--- config.mk ---
export PLATFORM = sky130hd
export DESIGN_NAME = ipv4_header_builder
export DESIGN_NICKNAME = d
export VERILOG_FILES = /design/src/ihb_pkg.sv /design/src/ihb_front.sv /design/src/ihb_queue.sv /design/src/ihb_back.sv /design/src/ipv4_header_builder.sv
export SDC_FILE = /design/constraint.sdc
export NUM_CORES = 1
export LEC_CHECK = 0
export BUFFER_PORTS_ARGS = -buffer_cell sky130_fd_sc_hd__buf_2
export CAP_MARGIN = 10
export CORE_MARGIN = 4
export CORE_UTILIZATION = 55
export CTS_CLUSTER_SIZE = 25
export DETAILED_ROUTE_END_ITERATION = 6
export GPL_ROUTABILITY_DRIVEN = 0
export PLACE_DENSITY = 0.73
export RECOVER_POWER = 100
export SYNTH_ARGS = -nofsm -noshare
export SYNTH_HDL_FRONTEND = slang
export SYNTH_HIERARCHICAL = 1
export SYNTH_SLANG_ARGS = --single-unit
--- constraint.sdc ---
create_clock -name clk -period 8 [get_ports clk]
set_input_delay 0 -clock clk [delete_from_list [all_inputs] [get_ports clk]]
set_output_delay 0 -clock clk [all_outputs]
set_load 0.005 [all_outputs]
--- src/ihb_pkg.sv ---
// ----------------------------------------------------------------------------
// ihb_pkg
// Types and constants shared by the IPv4 header builder modules.
// ----------------------------------------------------------------------------
package ihb_pkg;

	localparam int unsigned AddrW    = 32;
	localparam int unsigned HwordW   = 16;
	localparam int unsigned ProtoW   = 8;
	localparam int unsigned WordIdxW = 4;
	localparam int unsigned CfgIdxW  = 2;
	localparam int unsigned SumW     = 20;
	localparam int unsigned PsumW    = 18;

	localparam int unsigned QDepth = 2;
	localparam int unsigned QPtrW  = (QDepth > 1) ? $clog2(QDepth) : 1;
	localparam int unsigned QCntW  = $clog2(QDepth + 1);

	localparam logic [HwordW-1:0] VerIhlTos  = 16'h4500;
	localparam logic [ProtoW-1:0] TtlVal     = 8'd64;
	localparam logic [HwordW-1:0] HdrBytes   = 16'd20;
	localparam logic [HwordW-1:0] IdentReset = 16'd1;
	localparam logic [HwordW-1:0] FragZero   = 16'h0000;

	// header word positions
	localparam logic [WordIdxW-1:0] W_VER     = 4'd0;
	localparam logic [WordIdxW-1:0] W_LEN     = 4'd1;
	localparam logic [WordIdxW-1:0] W_IDENT   = 4'd2;
	localparam logic [WordIdxW-1:0] W_FRAG    = 4'd3;
	localparam logic [WordIdxW-1:0] W_TTL     = 4'd4;
	localparam logic [WordIdxW-1:0] W_CSUM    = 4'd5;
	localparam logic [WordIdxW-1:0] W_SRC_HI  = 4'd6;
	localparam logic [WordIdxW-1:0] W_SRC_LO  = 4'd7;
	localparam logic [WordIdxW-1:0] W_DST_HI  = 4'd8;
	localparam logic [WordIdxW-1:0] W_DST_LO  = 4'd9;
	localparam logic [WordIdxW-1:0] LastIdx   = W_DST_LO;

	// configuration register indexes
	localparam logic [CfgIdxW-1:0] CFG_LOCAL   = 2'd0;
	localparam logic [CfgIdxW-1:0] CFG_MASK    = 2'd1;
	localparam logic [CfgIdxW-1:0] CFG_GATEWAY = 2'd2;

	typedef struct packed {
		logic [AddrW-1:0]  dest_address;
		logic [ProtoW-1:0] protocol_number;
		logic [HwordW-1:0] payload_length;
	} req_t;

	typedef struct packed {
		logic [HwordW-1:0]   header_word;
		logic [WordIdxW-1:0] word_index;
		logic [AddrW-1:0]    next_hop;
		logic                last_word;
	} rsp_t;

	typedef struct packed {
		logic [AddrW-1:0] local_address;
		logic [AddrW-1:0] subnet_mask;
		logic [AddrW-1:0] gateway_address;
	} cfg_t;

	typedef struct packed {
		logic [AddrW-1:0]  dest;
		logic [AddrW-1:0]  hop;
		logic [HwordW-1:0] total_len;
		logic [HwordW-1:0] ident;
		logic [ProtoW-1:0] proto;
		logic [HwordW-1:0] csum;
	} hdr_t;

endpackage

--- src/ihb_front.sv ---
// ----------------------------------------------------------------------------
// ihb_front
// Two-stage request pipeline: length, identification, next hop and the
// ones-complement header checksum.
// ----------------------------------------------------------------------------
module ihb_front import ihb_pkg::*; (
	input  logic clk,
	input  logic arst_n,
	input  cfg_t cfg,
	input  logic push,
	input  req_t req,
	output logic full,
	output logic hdr_valid,
	output hdr_t hdr,
	input  logic hdr_ready
);

	logic              adv1, adv2, accept;
	logic [HwordW-1:0] ident_q;

	logic              v_s1;
	logic [AddrW-1:0]  dst_s1, hop_s1;
	logic [ProtoW-1:0] proto_s1;
	logic [HwordW-1:0] tl_s1, id_s1;
	logic [PsumW-1:0]  psum_s1;

	logic              v_s2;
	logic [AddrW-1:0]  dst_s2, hop_s2;
	logic [ProtoW-1:0] proto_s2;
	logic [HwordW-1:0] tl_s2, id_s2;
	logic [SumW-1:0]   sum_s2;

	logic [HwordW-1:0] tl_d;
	logic [AddrW-1:0]  hop_d;
	logic [PsumW-1:0]  psum_d;
	logic [SumW-1:0]   sum_d;
	logic [HwordW:0]   fold1;
	logic [HwordW-1:0] fold2;

	assign adv2   = !v_s2 || hdr_ready;
	assign adv1   = !v_s1 || adv2;
	assign full   = !adv1;
	assign accept = push && adv1;

	assign tl_d  = req.payload_length + HdrBytes;
	assign hop_d = ((req.dest_address & cfg.subnet_mask) !=
	                (cfg.local_address & cfg.subnet_mask)) ?
	               cfg.gateway_address : req.dest_address;
	assign psum_d = PsumW'(cfg.local_address[31:16]) + PsumW'(cfg.local_address[15:0]) +
	                PsumW'(req.dest_address[31:16]) + PsumW'(req.dest_address[15:0]);

	assign sum_d = SumW'(psum_s1) + SumW'(tl_s1) + SumW'(id_s1) + SumW'(VerIhlTos) +
	               SumW'({TtlVal, proto_s1});

	// end-around carry, twice covers the 20-bit sum
	assign fold1 = {1'b0, sum_s2[HwordW-1:0]} + (HwordW+1)'(sum_s2[SumW-1:HwordW]);
	assign fold2 = fold1[HwordW-1:0] + HwordW'(fold1[HwordW]);

	always_ff @(posedge clk or negedge arst_n) begin
		if (!arst_n) begin
			ident_q <= IdentReset;
			v_s1    <= 1'b0;
			v_s2    <= 1'b0;
		end else begin
			if (accept) begin
				ident_q <= ident_q + 16'd1;
			end
			if (adv1) begin
				v_s1 <= accept;
			end
			if (adv2) begin
				v_s2 <= v_s1;
			end
		end
	end

	always_ff @(posedge clk) begin
		if (accept) begin
			dst_s1   <= req.dest_address;
			proto_s1 <= req.protocol_number;
			tl_s1    <= tl_d;
			id_s1    <= ident_q;
			hop_s1   <= hop_d;
			psum_s1  <= psum_d;
		end
		if (adv2 && v_s1) begin
			dst_s2   <= dst_s1;
			proto_s2 <= proto_s1;
			tl_s2    <= tl_s1;
			id_s2    <= id_s1;
			hop_s2   <= hop_s1;
			sum_s2   <= sum_d;
		end
	end

	assign hdr_valid     = v_s2;
	assign hdr.dest      = dst_s2;
	assign hdr.hop       = hop_s2;
	assign hdr.total_len = tl_s2;
	assign hdr.ident     = id_s2;
	assign hdr.proto     = proto_s2;
	assign hdr.csum      = ~fold2;

endmodule

--- src/ihb_queue.sv ---
// ----------------------------------------------------------------------------
// ihb_queue
// Short queue of prepared headers between the front pipeline and the
// word sequencer.
// ----------------------------------------------------------------------------
module ihb_queue import ihb_pkg::*; (
	input  logic clk,
	input  logic arst_n,
	input  logic wr_en,
	input  hdr_t wr_data,
	output logic full,
	input  logic rd_en,
	output hdr_t rd_data,
	output logic empty
);

	hdr_t             entry_q [QDepth];
	logic [QPtrW-1:0] wr_ptr_q, rd_ptr_q;
	logic [QCntW-1:0] count_q;

	assign full    = (count_q == QCntW'(QDepth));
	assign empty   = (count_q == '0);
	assign rd_data = entry_q[rd_ptr_q];

	always_ff @(posedge clk or negedge arst_n) begin
		if (!arst_n) begin
			wr_ptr_q <= '0;
			rd_ptr_q <= '0;
			count_q  <= '0;
		end else begin
			if (wr_en) begin
				wr_ptr_q <= (wr_ptr_q == QPtrW'(QDepth - 1)) ? '0 : wr_ptr_q + QPtrW'(1);
			end
			if (rd_en) begin
				rd_ptr_q <= (rd_ptr_q == QPtrW'(QDepth - 1)) ? '0 : rd_ptr_q + QPtrW'(1);
			end
			if (wr_en && !rd_en) begin
				count_q <= count_q + QCntW'(1);
			end else if (rd_en && !wr_en) begin
				count_q <= count_q - QCntW'(1);
			end
		end
	end

	always_ff @(posedge clk) begin
		if (wr_en) begin
			entry_q[wr_ptr_q] <= wr_data;
		end
	end

	a_no_overflow: assert property (@(posedge clk) disable iff (!arst_n)
		!(wr_en && full)) else $error("header queue written while full");

	a_no_underflow: assert property (@(posedge clk) disable iff (!arst_n)
		!(rd_en && empty)) else $error("header queue read while empty");

endmodule

--- src/ihb_back.sv ---
// ----------------------------------------------------------------------------
// ihb_back
// Word sequencer: walks the head header through its ten words into the
// output register.
// ----------------------------------------------------------------------------
module ihb_back import ihb_pkg::*; (
	input  logic             clk,
	input  logic             arst_n,
	input  logic [AddrW-1:0] local_address,
	input  logic             hdr_valid,
	input  hdr_t             hdr,
	output logic             hdr_pop,
	output logic             empty,
	input  logic             pop,
	output rsp_t             rsp
);

	logic [WordIdxW-1:0] idx_q;
	logic                out_v_q;
	rsp_t                rsp_q;
	logic                load;
	logic [HwordW-1:0]   word_d;

	assign load    = hdr_valid && (!out_v_q || pop);
	assign hdr_pop = load && (idx_q == LastIdx);
	assign empty   = !out_v_q;
	assign rsp     = rsp_q;

	always_comb begin
		case (idx_q)
			W_VER:    word_d = VerIhlTos;
			W_LEN:    word_d = hdr.total_len;
			W_IDENT:  word_d = hdr.ident;
			W_FRAG:   word_d = FragZero;
			W_TTL:    word_d = {TtlVal, hdr.proto};
			W_CSUM:   word_d = hdr.csum;
			W_SRC_HI: word_d = local_address[31:16];
			W_SRC_LO: word_d = local_address[15:0];
			W_DST_HI: word_d = hdr.dest[31:16];
			W_DST_LO: word_d = hdr.dest[15:0];
			default:  word_d = FragZero;
		endcase
	end

	always_ff @(posedge clk or negedge arst_n) begin
		if (!arst_n) begin
			idx_q   <= W_VER;
			out_v_q <= 1'b0;
		end else begin
			if (load) begin
				idx_q   <= (idx_q == LastIdx) ? W_VER : idx_q + WordIdxW'(1);
				out_v_q <= 1'b1;
			end else if (pop) begin
				out_v_q <= 1'b0;
			end
		end
	end

	always_ff @(posedge clk) begin
		if (load) begin
			rsp_q.header_word <= word_d;
			rsp_q.word_index  <= idx_q;
			rsp_q.next_hop    <= hdr.hop;
			rsp_q.last_word   <= (idx_q == LastIdx);
		end
	end

	a_mid_header_present: assert property (@(posedge clk) disable iff (!arst_n)
		(idx_q != W_VER) |-> hdr_valid) else $error("header left the queue mid-sequence");

	a_words_in_order: assert property (@(posedge clk) disable iff (!arst_n)
		(out_v_q && pop && !rsp_q.last_word) |=>
		(out_v_q && rsp_q.word_index == $past(rsp_q.word_index) + WordIdxW'(1)))
		else $error("header word sequence broken");

endmodule

--- src/ipv4_header_builder.sv ---
// ----------------------------------------------------------------------------
// ipv4_header_builder
// Builds 20-byte IPv4 headers, one 16-bit word per pop, with next hop.
// ----------------------------------------------------------------------------
// usage
//   request side: push a word (dest_address, protocol_number, payload_length)
//   while full is low. result side: while empty is low the port rsp holds the
//   oldest header word; pop takes it. each request yields ten words, index 0
//   to 9, last_word set on index 9, every word carrying the same next hop.
//   config: wr_en with wr_index 0 local, 1 mask, 2 gateway; index 3 ignored.
//   write only while no request is in flight.
// flow
//   a header's first word passes stage 1, stage 2, the header queue and the
//   output register. while pop is high one word per cycle leaves that single
//   register, so a header occupies it for ten words; requests can arrive back
//   to back, held in a two-stage front pipeline plus a two-entry header queue.
// reset
//   config registers clear to zero, identification counter starts at one.
// stall
//   with pop low the current word holds; the queue fills and then full rises.
// ----------------------------------------------------------------------------
module ipv4_header_builder import ihb_pkg::*; (
	input  logic               clk,
	input  logic               arst_n,
	input  logic               push,
	input  req_t               req,
	output logic               full,
	output logic               empty,
	input  logic               pop,
	output rsp_t               rsp,
	input  logic               wr_en,
	input  logic [CfgIdxW-1:0] wr_index,
	input  logic [AddrW-1:0]   wr_data
);

	cfg_t cfg_q;
	logic front_valid, q_full, q_empty, q_pop;
	hdr_t front_hdr, q_hdr;

	always_ff @(posedge clk or negedge arst_n) begin
		if (!arst_n) begin
			cfg_q <= '0;
		end else if (wr_en) begin
			case (wr_index)
				CFG_LOCAL:   cfg_q.local_address   <= wr_data;
				CFG_MASK:    cfg_q.subnet_mask     <= wr_data;
				CFG_GATEWAY: cfg_q.gateway_address <= wr_data;
				default: ;
			endcase
		end
	end

	ihb_front u_front (
		.clk       (clk),
		.arst_n    (arst_n),
		.cfg       (cfg_q),
		.push      (push),
		.req       (req),
		.full      (full),
		.hdr_valid (front_valid),
		.hdr       (front_hdr),
		.hdr_ready (!q_full)
	);

	ihb_queue u_queue (
		.clk     (clk),
		.arst_n  (arst_n),
		.wr_en   (front_valid && !q_full),
		.wr_data (front_hdr),
		.full    (q_full),
		.rd_en   (q_pop),
		.rd_data (q_hdr),
		.empty   (q_empty)
	);

	ihb_back u_back (
		.clk           (clk),
		.arst_n        (arst_n),
		.local_address (cfg_q.local_address),
		.hdr_valid     (!q_empty),
		.hdr           (q_hdr),
		.hdr_pop       (q_pop),
		.empty         (empty),
		.pop           (pop),
		.rsp           (rsp)
	);

endmodule
; ---- Yosys cells after proc, flatten, opt, wreduce, memory -nomap -nowiden
; Memory sizes are Yosys's and may differ from the RTL's.
; Index checks and enable logic that the tools add are counted.
[word_totals]
ff_bits = 422
ram_bits = 240
input_bits = 95
out_inout_bits = 55
mem_count = 1
[mem_list]
columns = name, words, word_bits, read_ports, rd_clocked_by_memory_dff, write_ports, line
row1 = u_queue.entry_q, 2, 120, 1, 0, 1, ihb_queue.sv:17  ; hdr_t entry_q [QDepth];
[op_classes]
n_addsub = 16
n_eq_ne = 12
n_mux = 11
bitwise = 3
n_reduce_logical = 26
[op_table]
columns = op, n
row1 = 16-bit case mux with 9 select lines, 1
row2 = 32-bit bitwise AND, 2
row3 = 18-bit by 16-bit adder with 18-bit output, 2
row4 = 32-bit 2-to-1 mux, 1
row5 = 32-bit != test, 1
row6 = 20-bit by 15-bit adder with 20-bit output, 1
row7 = "20-bit by 15-bit adder with 20-bit output, second input constant", 1
row8 = 20-bit by 16-bit adder with 20-bit output, 1
row9 = 18-bit by 16-bit adder with 19-bit output, 1
row10 = 16-bit by 16-bit adder with 17-bit output, 1
row11 = 16-bit by 4-bit adder with 17-bit output, 1
row12 = 16-bit by 1-bit adder with 16-bit output, 1
row13 = "16-bit by 1-bit adder with 16-bit output, second input constant", 1
row14 = "16-bit by 5-bit adder with 16-bit output, second input constant", 1
row15 = "4-bit by 3-bit == test with 1-bit output, second input constant", 4
row16 = 16-bit inverter, 1
row17 = "4-bit == test, second input constant", 2
row18 = 1-bit zero test, 8
row19 = 1-bit logical AND, 7
row20 = 1-bit 2-to-1 mux, 6
row21 = 2-bit AND reduction, 3
row22 = "4-bit by 1-bit adder with 4-bit output, second input constant", 1
row23 = "2-bit == test, second input constant", 2
row24 = "4-bit by 1-bit == test with 1-bit output, second input constant", 1
row25 = other kinds (11), 17

; ---- Longest topological paths before layout
; Gate-level depths: netlist of run 1.
[logic_depth]
ltp_word = 7
ltp_mapped = 15
depth_no_buf = 15

; ---- Modules after synthesis
; The synthesis of run 1 kept the hierarchy.
[modules_own_cells]
columns = module, instances, cells_per_inst, area_per_inst_um2
row1 = ihb_front, 1, 942, 13066.3
row2 = ihb_queue, 1, 389, 8868.5
row3 = ipv4_header_builder, 1, 207, 3639.7
row4 = ihb_back, 1, 227, 2882.8

; ---- Worst setup path after synthesis of run 1
; OpenSTA, ideal clock, no wires.
[synth_timing]
kind = register to register
start = register u_queue.count_q[1]
end = memory u_queue/entry_q[0][0] (netlist name), enable pin
arrival_ns = 6.062
slack_ns = 1.323
stages_incl_launch_ff = 4
synth_period_minus_slack_ns = 6.677
cell_sequence = dfrtp_1 > nor2b_1 > nor2b_1 > nor2b_1
[synth_between]
elab_chain_cells = 5
[synth_rtl]
columns = item, line
row1 = from (decl), ihb_queue.sv:19  ; logic [QCntW-1:0] count_q;
row2 = from (signal assigned), ihb_queue.sv:38  ; count_q <= count_q + QCntW'(1);
row3 = from (signal assigned), ihb_queue.sv:40  ; count_q <= count_q - QCntW'(1);
row4 = 2-bit == test, ihb_queue.sv:21  ; assign full = (count_q == QCntW'(QDepth));
row5 = named net q_full, ipv4_header_builder.sv:37  ; logic front_valid, q_full, q_empty, q_pop;
row6 = 1-bit zero test, ipv4_header_builder.sv:68  ; .wr_en (front_valid && !q_full),
row7 = 1-bit logical AND, ipv4_header_builder.sv:68
row8 = 1-bit 2-to-1 mux, ihb_queue.sv:46  ; if (wr_en) begin
row9 = 1-bit 2-to-1 mux (implied by the code), ihb_queue.sv:47  ; entry_q[wr_ptr_q] <= wr_data;
row10 = to (decl), ihb_queue.sv:17
; The timed path passes the listed nets, and every way through them passes these cells.

; ---- Worst setup path after layout of run 1
[layout_timing]
start = register u_queue.count_q[1]
end = register u_front.dst_s2[28], enable pin
[layout_between]
elab_chain_cells = 4
[layout_rtl]
columns = item, line
row1 = 2-bit == test, ihb_queue.sv:21
row2 = named net q_full, ipv4_header_builder.sv:37
row3 = 1-bit zero test, ipv4_header_builder.sv:62  ; .hdr_ready (!q_full)
row4 = 1-bit logical OR, ihb_front.sv:40  ; assign adv2 = !v_s2 || hdr_ready;
row5 = 1-bit logical AND, ihb_front.sv:86  ; if (adv2 && v_s1) begin
row6 = to (signal assigned), ihb_front.sv:87  ; dst_s2 <= dst_s1;
row7 = to (decl), ihb_front.sv:28  ; logic [AddrW-1:0] dst_s2, hop_s2;
; The timed path passes the listed nets, and every way through them passes these cells.
; A chain may end at the register's enable or synchronous reset.

==> impl_metrics.ini, run 1 <==
[yosys]
synth_flop_cell = edfxtp_1
ys_seq_area_share_pct = 67.6
synth_enable_flop_cells = 538
ys_types = 65
yosys.area.top_type_share_pct = 56.8
yosys.cell_count.top_type = edfxtp_1
yosys-top-cells-count = 538 x edfxtp_1, 244 x mux2_2, 181 x inv_1, 122 x dfrtp_1
synth.area.top_cells = edfxtp_1 57%, dfrtp_1 11%, mux2_2 9.7%, fa_1 4.0%, inv_1 2.4%
synthArstFlopShare_pct = 18.6
avgSynthCellArea_sq_um = 16.1
synth_top_cell_by_area = edfxtp_1
ys_ff_latch = 661
synth_fp_nets = 1969
netlist_area_sq_mm = 0.0285
ys.warnings.count = 6
post_synth_inst_count = 1765

[global_route]
grt_util_all_layers_pct = 22.0
first_global_vias = 16038
grt-ovfl-total = 0
grt_pass1_wl_um = 93700
antenna_found_initial = 0
largest_net_degree_at_the_start_of_global_routing = 79

[worst_setup_path]
timing.critical_path.arrival_ns = 5.58
timing.critical_path.from_type = register
critPathMaxFanout = 64
regToRegSetupSlack_ns = 2.64
critPathRequiredTime_ns = 8.22
critPathKind = reg2reg
critPathCaptureType = register

[run_status]
status = complete, but fails checks
failing_checks = max-capacitance violations, max-slew violations

[finish]
multi_input_comb_area_sq_mm = 0.00814
seq_cell_area_sq_mm = 0.0192
layout-area-overhead-vs-synth_pct = 15.2
layout.cells.non_filler = 2790
finish.net_count = 2257
fillers = 3725
post_route_cells_drive_above_1_share_pct = 20.6

[clocking]
clk_path_buf_depth = 3
cts-buffers-inserted = 68
tritoncts = built
clk_transition_reported_paths_ns = 0.06
cts.root.buffer_cell = clkbuf_16
clk_sink_count = 661
htree_num_levels = 3
clock_insertion_delay_worst_skew_ns = 0.60

[place]
buffer_ports.inserted = 149
place.detailed.hpwl_um = 41000
place.detailed.instances = 2563
preCtsSetupSlack_ns = 4.22

[timing]
setup_ws_ns = 2.64
hold_violations = 0
fmaxAchievable_mhz = 187
fin_crit_ns = 5.36
timing.slew.headroom_pct = -186
grt_setup_unrepaired = false
final_min_period_over_clock_period_pct = 67.0
finalSetupViolations = 0
worst-slew-pin-transition_ns = 4.29
timing.setup.tns_ns = 0
finalMaxSlewViolations = 586
finalClockSkew_ns = 0.0173

[detailed_routing]
antenna_violating_nets_post_route = 0
avg_vias_per_cell = 5.55
avgRoutedWirePerCell_um = 21.8
detail_route.first_pass.iterations = 7
num_vias = 15471
totalWireLength_um = 60900
drc_errors_left = 0
first_iter_violations = 1302

[floorplanning]
die_x_um = 235
dieHeight_um = 235
core_area_sq_mm = 0.0513
io_pins = 150
dieArea_sq_mm = 0.0554
floorplan.initialDensity_pct = 55.5
rows = 83

[worst_hold_path]
worst_hold_path_type = in2reg

[power]
design_power_total_uw = 13300
power_density_mw_per_mm2 = 404
power.static_leakage_uw = 0.0126
peakVddDrop_mv = 0.254

[job]
max-cap-violations = 12
metrics by stage:
stage | instance area (sq um) | hold WS [ns] | util [%]
6_report | 32800 | 0.110 | 63.9
5_1_grt | 32800 | 0.0959 | 63.9
3_5_place_dp | 29800 | 0.184 | 58.1
3_3_place_gp | 29800 | 0.185 | 58.1
4_1_cts | 33000 | 0.0791 | 64.3
2_1_floorplan | 28500 | -0.296 | -
where the power goes:
part | internal, uW | switching [uW] | leakage (uW) | total, uW
sequential | 5360 | 582 | 0.00662 | 5940
clock | 1700 | 1310 | 0.00104 | 3010
combinational | 1800 | 2490 | 0.00499 | 4300
placed cells by master (no fill, tap or decap), types with 5 or more instances in the layout:
cell type      instances
edfxtp_1             538
mux2_2               233
inv_1                181
dfrtp_1              121
dlygate4sd3_1        100
clkbuf_1              91
buf_2                 80
clkbuf_16             68
xnor2_1               58
xor2_1                58
fa_1                  57
ha_1                  52
nor2_1                49
a22oi_1               39
nand2_1               38
a21oi_1               38
mux2i_1               26
nand3_1               22
a21o_1                19
mux2_1                16
clkinv_2              15
nand2b_1              15
nand4_1               14
o22ai_1               13
o21ai_0               13
nor2b_1               12
and3_1                 9
o21bai_1               9
or3_1                  8
clkinv_1               7
buf_4                  7
o221ai_1               7
clkinvlp_4             6
o211ai_1               6
nor3_1                 5
a32oi_1                5
sequential cells by signal, indices dropped and copies added (netlist names), 2 cells and up:
register          flops
u_front/sum_s2       19
u_front/id_s1        16
cfg_q                96
u_front/dst_s2       32
u_front/hop_s2       32
u_back/idx_q          4
u_front/proto_s2      8
u_front/id_s2        16
u_back/rsp           53
u_front/dst_s1       32
u_front/ident_q      16
u_queue/entry_q     240
u_front/proto_s1      8
u_front/tl_s1        16
u_front/psum_s1      18
u_queue/count_q       2
u_front/tl_s2        16
u_front/hop_s1       32
final timing paths:
check                                                    start                       endpoint  depth (start not counted)
worst max-delay path            u_queue/count_q[1]$_DFFE_PN0P_   u_front/dst_s2[28]$_DFFE_PP_                          5
worst min-delay path                                   req[20]  u_front/proto_s1[4]$_DFFE_PP_                          2
worst max register to register  u_queue/count_q[1]$_DFFE_PN0P_   u_front/dst_s2[28]$_DFFE_PP_                          5
worst min register to register    u_front/dst_s1[12]$_DFFE_PP_   u_front/dst_s2[12]$_DFFE_PP_                          0
max in group asynchronous                               arst_n    u_back/idx_q[0]$_DFFE_PN0P_                          3
min in group asynchronous                               arst_n          cfg_q[26]$_DFFE_PN0P_                          2
worst max-delay path, stage by stage, from the launching register on:
cell and delay [ns]:
dfrtp_1 0.40, nor2b_1 0.15, inv_1 0.06, nand2b_1 0.12, and2_0 3.05, buf_4 1.13
area by class of cell:
class                      instances  area share [%]
inverter                         181            2.07
clock inverter                    40            1.10
multi-input combinational        878            24.8
antenna                            1         0.00763
tap                              680            2.59
clock buffer                      86            5.43
sequential                       661            58.7
timing repair buffer             263            5.31
what timing repair did:
| action | CTS | global route |
|---|---|---|
| hold endpoints to repair | 255 | 0 |
| resized for setup | 0 | 0 |
| hold buffers | 100 | 0 |
| setup buffers | 0 | 0 |
metal layers:
layer  part of all wire (%)  vias up  GRT usage, %
met5                      0        -             0
met4                    3.4        0          7.47
met3                    5.9      126          4.24
met2                     49      516          36.3
met1                     42     7802          29.8
li1                       -     7027             -
cell families (layout without fill, tap and decap cells):
| logic type | after synthesis | count (layout) | synth area share [%] |
|---|---|---|---|
| muxes | 275 | 275 | 10.8 |
| xor gates and xnor gates | 116 | 116 | 3.57 |
| and+or+nand+nor | 203 | 203 | 3.83 |
| AOI/OAI and AO/OA | 175 | 175 | 4.27 |
| buffers and inverters | 226 | 570 | 3.67 |
| other | 0 | 1 | 0 |
| adders and majority gates | 109 | 109 | 6.30 |
| DFF | 661 | 661 | 67.6 |
(Power assumes the default switching activity.)
==> inputs of run 2 (changes only) <==
- clock period: 8 -> 5 ns (I/O delays scaled with it)
==> run 2 against run 1 <==
- the flow still finishes with violations (max-capacitance violations, max-slew violations)
- critical path depth unchanged
- clock power up 68%
- cell count up 0.18%
- combinational power up 61%
- critical path type unchanged
- highest routed layer unchanged
==> impl_metrics.ini, run 2 (synthesis gave the netlist of run 1 again) <==
[timing]
fmaxAchievable_mhz = 234
worst-slew-pin-transition_ns = 3.99
finalSetupViolations = 0
final_min_period_over_clock_period_pct = 85.6
finalClockSkew_ns = 0.0143
finalMaxSlewViolations = 479
hold_violations = 0
fin_crit_ns = 4.28
timing.slew.headroom_pct = -166
timing.setup.tns_ns = 0
grt_setup_unrepaired = false

[worst_setup_path]
crit_path_max_incr_delay_ns = 1.36
timing.critical_path.buf_inv = 1
regToRegSetupSlack_ns = 0.72
worstRegToRegCells = 5
critPathKind = reg2reg
critPathCaptureType = register
regToRegEndpoint = u_back/rsp[43]$_SDFFCE_PN0P_
critPathMaxFanout = 27
timing.critical_path.from_type = register
critical_path.cell_chain = clkbuf_1, and2b_1, a22oi_1, nor2_1, or3_1
timing.critical_path.depth = 5
worst_setup_path_endpoint = u_back/rsp[43]$_SDFFCE_PN0P_
cpMaxStageDelayCell = clkbuf_1
timing.critical_path.arrival_ns = 4.61
critPathRequiredTime_ns = 5.33
setup.worst_path.start = u_back/idx_q[0]$_DFFE_PN0P_
timing.critical_path.max_delay_family = buffers and inverters
reg2reg_from = u_back/idx_q[0]$_DFFE_PN0P_

[finish]
n_antenna_cell = 0
largest-register = u_queue/entry_q
finish.net_count = 2263
largest_register_ff_count = 240
layout.cells.non_filler = 2795
commonest_cells_after_routing_fill_and_taps_aside = 538 x edfxtp_1, 234 x mux2_2, 181 x inv_1
layout_commonest_cell = edfxtp_1
fillers = 3686
post_route_cells_drive_above_1_share_pct = 20.7
layout-area-overhead-vs-synth_pct = 15.9

[detailed_routing]
avg_vias_per_cell = 5.52
avgRoutedWirePerCell_um = 22.0
num_vias = 15438
totalWireLength_um = 61600
drc_errors_left = 0
first_iter_violations = 1405
antenna_violating_nets_post_route = 0
detail_route.first_pass.iterations = 5

[clocking]
clock_insertion_delay_worst_skew_ns = 0.61
htree_num_levels = 3
clk_path_buf_depth = 3
cts.root.buffer_cell = clkbuf_16
clk_sink_count = 661
cts_setup_buffers = 0
clk_transition_reported_paths_ns = 0.06
ctsResizeCount = 0
cts-buffers-inserted = 69
tritoncts = built

[run_status]
failing_checks = max-capacitance violations, max-slew violations
status = complete, but fails checks

[floorplanning]
io_pins = 150
die_x_um = 235
rows = 83
floorplan.initialDensity_pct = 55.5
dieHeight_um = 235
dieArea_sq_mm = 0.0554
core_area_sq_mm = 0.0513

[job]
max-cap-violations = 12

[place]
buffer_ports.inserted = 149
place.detailed.instances = 2567
place.detailed.hpwl_um = 41800

[global_route]
grt_util_all_layers_pct = 22.1
grt_pass1_wl_um = 93500
largest_net_degree_at_the_start_of_global_routing = 96
antenna_found_initial = 0
grt-ovfl-total = 0
first_global_vias = 15992

[power]
peakVddDrop_mv = 0.368
power.static_leakage_uw = 0.0127
power_density_mw_per_mm2 = 651

[worst_hold_path]
worstHoldPathCells = 2
worst_hold_path_type = in2reg
==> run 2: cell type report <==
class / count / area (sq um) / area share [%]
flip-flops and latches: 661 / 19200 / 58.4
multi-input cells: 878 / 8150 / 24.7
clock buffers: 90 / 1910 / 5.79
repair buffers: 268 / 1780 / 5.41
well taps: 680 / 851 / 2.58
inverters: 181 / 679 / 2.06
clock inverters: 37 / 358 / 1.09
==> run 2: how the worst min path moves through the flow <==
stage | from | to | slack (ns)
floorplan | arst_n | cfg_q[0]$_DFFE_PN0P_ | -0.30
global placement | req[21] | u_front/proto_s1[5]$_DFFE_PP_ | 0.18
detailed placement | req[20] | u_front/proto_s1[4]$_DFFE_PP_ | 0.18
CTS | arst_n | cfg_q[29]$_DFFE_PN0P_ | 0.07
global route | req[21] | u_front/proto_s1[5]$_DFFE_PP_ | 0.10
finish | req[21] | u_front/proto_s1[5]$_DFFE_PP_ | 0.1
==> run 2: per-stage QoR <==
stage / total power (uW) / cell area, sq um / setup slack, ns / hold slack, ns / util [%]
after detailed placement: 16400 / 29900 / 1.25 / 0.181 / 58.3
after CTS: 21600 / 33200 / 1.20 / 0.0744 / 64.7
final: 21500 / 33000 / 0.720 / 0.0990 / 64.3
after global routing: 22600 / 33000 / 0.497 / 0.103 / 64.3
after floorplan: 14300 / 28500 / 0.632 / -0.296 / -
after global placement: 16100 / 29900 / 1.27 / 0.181 / 58.3
==> run 2: repair_timing <==
item                                    CTS  global route
endpoints found under the setup margin    0             0
hold endpoints to repair                259             0
hold buffers                            101             0
==> run 2: power breakdown <==
group | internal, uW | total [uW] | switching, uW
sequential | 8550 | 9510 | 964
clock | 2940 | 5050 | 2110
combinational | 2870 | 6910 | 4040
==> run 2: per-layer routing <==
metal  track usage (%)  routed length [um]  part of all wire [%]  vias up
li1                  -                   -                     -     7024
met1              30.6               26100                    42     7758
met2              35.7               29700                    48      522
met3              3.70                3510                   5.7      134
met4              8.24                2280                   3.7        0
met5                 0                   0                     0        -
==> inputs of run 3 (changes only) <==
- ABC_AREA: default -> 1
- CTS_CLUSTER_SIZE: 25 -> default
==> run 3 against run 2 <==
- the flow finishes with violations (antenna violations, max-capacitance violations, max-slew violations)
- cell count increased by 22%
- flip-flop and latch count is the same
- die area increased by 4.0%
- critical path depth decreased by 2
- register-to-register slack improved by 0.37 ns
- non-clock buffer count down 5
- worst setup slack improved by 0.37 ns
- total power down 1.5%
- first-iteration DRC count up 22%
- sequential power shrank 2%
- clock-buffer cell count fell by 1
- largest cell class unchanged
- highest routed layer unchanged
==> impl_metrics.ini, run 3 <==
[yosys]
yosys.area.top_type_share_pct = 54.5
yosys.cell_count.top_type = nand2_1
ys_seq_area_share_pct = 64.9
synth_top_cell_by_area = edfxtp_1
synth.area.top_cells = edfxtp_1 55%, dfrtp_1 10%, nand2_1 7.1%, mux2_2 4.6%, nand3_1 4.3%
netlist_area_sq_mm = 0.0296
avgSynthCellArea_sq_um = 12.3
synth_flop_cell = edfxtp_1
post_synth_inst_count = 2416
synthArstFlopShare_pct = 18.6
ys_types = 45
ys.warnings.count = 6
synth_enable_flop_cells = 538
yosys-top-cells-count = 560 x nand2_1, 538 x edfxtp_1, 256 x nand3_1, 243 x inv_1, 122 x dfrtp_1
synth_fp_nets = 2620
ys_ff_latch = 661

[worst_setup_path]
critical_path.cell_chain = buf_12, clkbuf_1, mux2_1
crit_path_max_incr_delay_ns = 1.93
timing.critical_path.arrival_ns = 4.24
critPathMaxFanout = 52
timing.critical_path.from_type = register
critPathCaptureType = register
critPathKind = reg2reg
regToRegSetupSlack_ns = 1.09
cpMaxStageDelayCell = dfrtp_1
worstRegToRegCells = 3
critPathRequiredTime_ns = 5.33
reg2reg_from = u_queue/rd_ptr_q$_DFFE_PN0P_
regToRegEndpoint = u_back/rsp[20]$_DFFE_PP_

[floorplanning]
io_pins = 150
rows = 84
dieHeight_um = 240
core_area_sq_mm = 0.0530
dieArea_sq_mm = 0.0577
floorplan.initialDensity_pct = 55.9
die_x_um = 240

[clocking]
cts-buffers-inserted = 67
htree_num_levels = 3
clk_sink_count = 661
clk_path_buf_depth = 3
cts.root.buffer_cell = clkbuf_16
clk_transition_reported_paths_ns = 0.06
ctsResizeCount = 0
tritoncts = built
clock_insertion_delay_worst_skew_ns = 0.60

[finish]
post_route_cells_drive_above_1_share_pct = 12.3
fillers = 3950
layout_commonest_cell = nand2_1
largest-register = u_queue/entry_q
layout-area-overhead-vs-synth_pct = 13.9
commonest_cells_after_routing_fill_and_taps_aside = 563 x nand2_1, 538 x edfxtp_1, 261 x nand3_1
finish.net_count = 2871
largest_register_ff_count = 240

[detailed_routing]
highest-signal-layer = met4
met3_length_um = 5690
avgRoutedWirePerCell_um = 20.5
totalWireLength_um = 70000
antenna_violating_nets_post_route = 1
detail_route.first_pass.iterations = 6
avg_vias_per_cell = 5.63
num_vias = 19223
met2_wire_len_um = 33500
drc_errors_left = 0
first_iter_violations = 1721
drt-met1-wl_um = 27800

[power]
power_density_mw_per_mm2 = 626
peakVddDrop_mv = 0.430
power.static_leakage_uw = 0.0142

[timing]
finalClockSkew_ns = 0.0212
finalMaxSlewViolations = 473
hold_slack_ns = 0.0365
finalSetupViolations = 0
timing.slew.headroom_pct = -129
final_min_period_over_clock_period_pct = 78.2
grt_setup_unrepaired = false
worst-slew-pin-transition_ns = 3.44
fmaxAchievable_mhz = 256
fin_crit_ns = 3.91
setup_ws_ns = 1.09
hold_violations = 0
timing.setup.tns_ns = 0

[run_status]
status = complete, but fails checks
failing_checks = antenna violations, max-capacitance violations, max-slew violations

[job]
max-cap-violations = 10

[global_route]
largest_net_degree_at_the_start_of_global_routing = 97
grt-ovfl-total = 0
antenna_found_initial = 0
grt_util_all_layers_pct = 24.2
first_global_vias = 19169
grt_pass1_wl_um = 107000

[place]
buffer_ports.inserted = 149
place.detailed.hpwl_um = 47200
preCtsSetupSlack_ns = 1.68

[worst_hold_path]
holdPathEnd = cfg_q[19]$_DFFE_PN0P_
worstHoldPathCells = 3
min_from = wr_index[1]
worst_hold_path_type = in2reg
==> run 3: cell types whose count changed in the layout (fill, tap and decap cells not counted), sizes merged, moves of 12 or more <==
cell and change:
nand2 +539, nand3 +240, mux2 -129, inv +78
nand4 +69, nor2 +57, a22oi -39, xnor2 -39
mux2i -26, nand2b -15, o22ai -13, nor2b -12
xor2 -12
==> run 3: through the flow <==
| step | total power [uW] | instances | utilization, % | area (sq um) |
|---|---|---|---|---|
| after floorplan | 14000 | 2416 | - | 29600 |
| after global placement | 15900 | 3189 | 58.3 | 30900 |
| after detailed placement | 16200 | 3189 | 58.3 | 30900 |
| after CTS | 21200 | 3406 | 64.2 | 34000 |
| after global routing | 22400 | 3406 | 63.7 | 33700 |
| final | 21100 | 3412 | 63.7 | 33800 |
==> run 3: critical path: cells and delay by family (launching register included) <==
family,cells,cell delay (ns)
buffers and inverters,2,1.21
DFF,1,1.93
muxes,1,0.45
==> run 3: how the worst max path moves through the flow <==
stage | start | to | slack, ns | cells after the start
2_1_floorplan | u_queue/count_q[1]$_DFFE_PN0P_ | u_front/dst_s2[0]$_DFFE_PP_ | 0.38 | 5
3_3_place_gp | cfg_q[65]$_DFFE_PN0P_ | u_front/psum_s1[13]$_DFFE_PP_ | 1.75 | 13
3_5_place_dp | cfg_q[65]$_DFFE_PN0P_ | u_front/psum_s1[13]$_DFFE_PP_ | 1.68 | 13
4_1_cts | cfg_q[65]$_DFFE_PN0P_ | u_front/psum_s1[13]$_DFFE_PP_ | 1.67 | 13
5_1_grt | u_queue/rd_ptr_q$_DFFE_PN0P_ | u_back/rsp[20]$_DFFE_PP_ | 0.87 | 3
6_report | u_queue/rd_ptr_q$_DFFE_PN0P_ | u_back/rsp[20]$_DFFE_PP_ | 1.09 | 3
==> run 3: area by class of cell <==
type	count	area (sq um)	share of cell area (%)
flip-flops and latches	661	19200	57.0
multi-input cells	1415	8750	25.9
clock buffers	89	1850	5.48
repair buffers	263	1760	5.21
inverters	259	976	2.89
well taps	688	861	2.55
clock inverters	31	314	0.930
diodes	6	15.0	0.0445
==> run 3: logic make-up after synthesis <==
family,synth area share (%)
AND/OR/NAND/NOR,15.9
AO/OA/AOI/OAI,1.39
adder cells (fa/ha/maj),6.05
flip-flops,64.9
XOR/XNOR,1.92
buffers and inverters,5.23
multiplexers,4.56
==> run 3: repair_timing <==
item,CTS,global route
endpoints found under the setup margin,0,0
hold buffers,97,0
buffers inserted,0,0
hold endpoints to repair,261,0
==> run 3: routing by layer <==
layer / track usage [%] / vias to the layer above
li1: - / 8771
met5: 0 / -
met3: 4.92 / 193
met2: 39.0 / 890
met1: 32.2 / 9369
met4: 10.9 / 0
==> run 3: where the power goes <==
part | internal [uW] | leakage, uW | total [uW] | switching, uW
combinational | 2380 | 0.00647 | 6850 | 4470
sequential | 8510 | 0.00670 | 9360 | 850
clock | 2880 | 0.00107 | 4940 | 2060
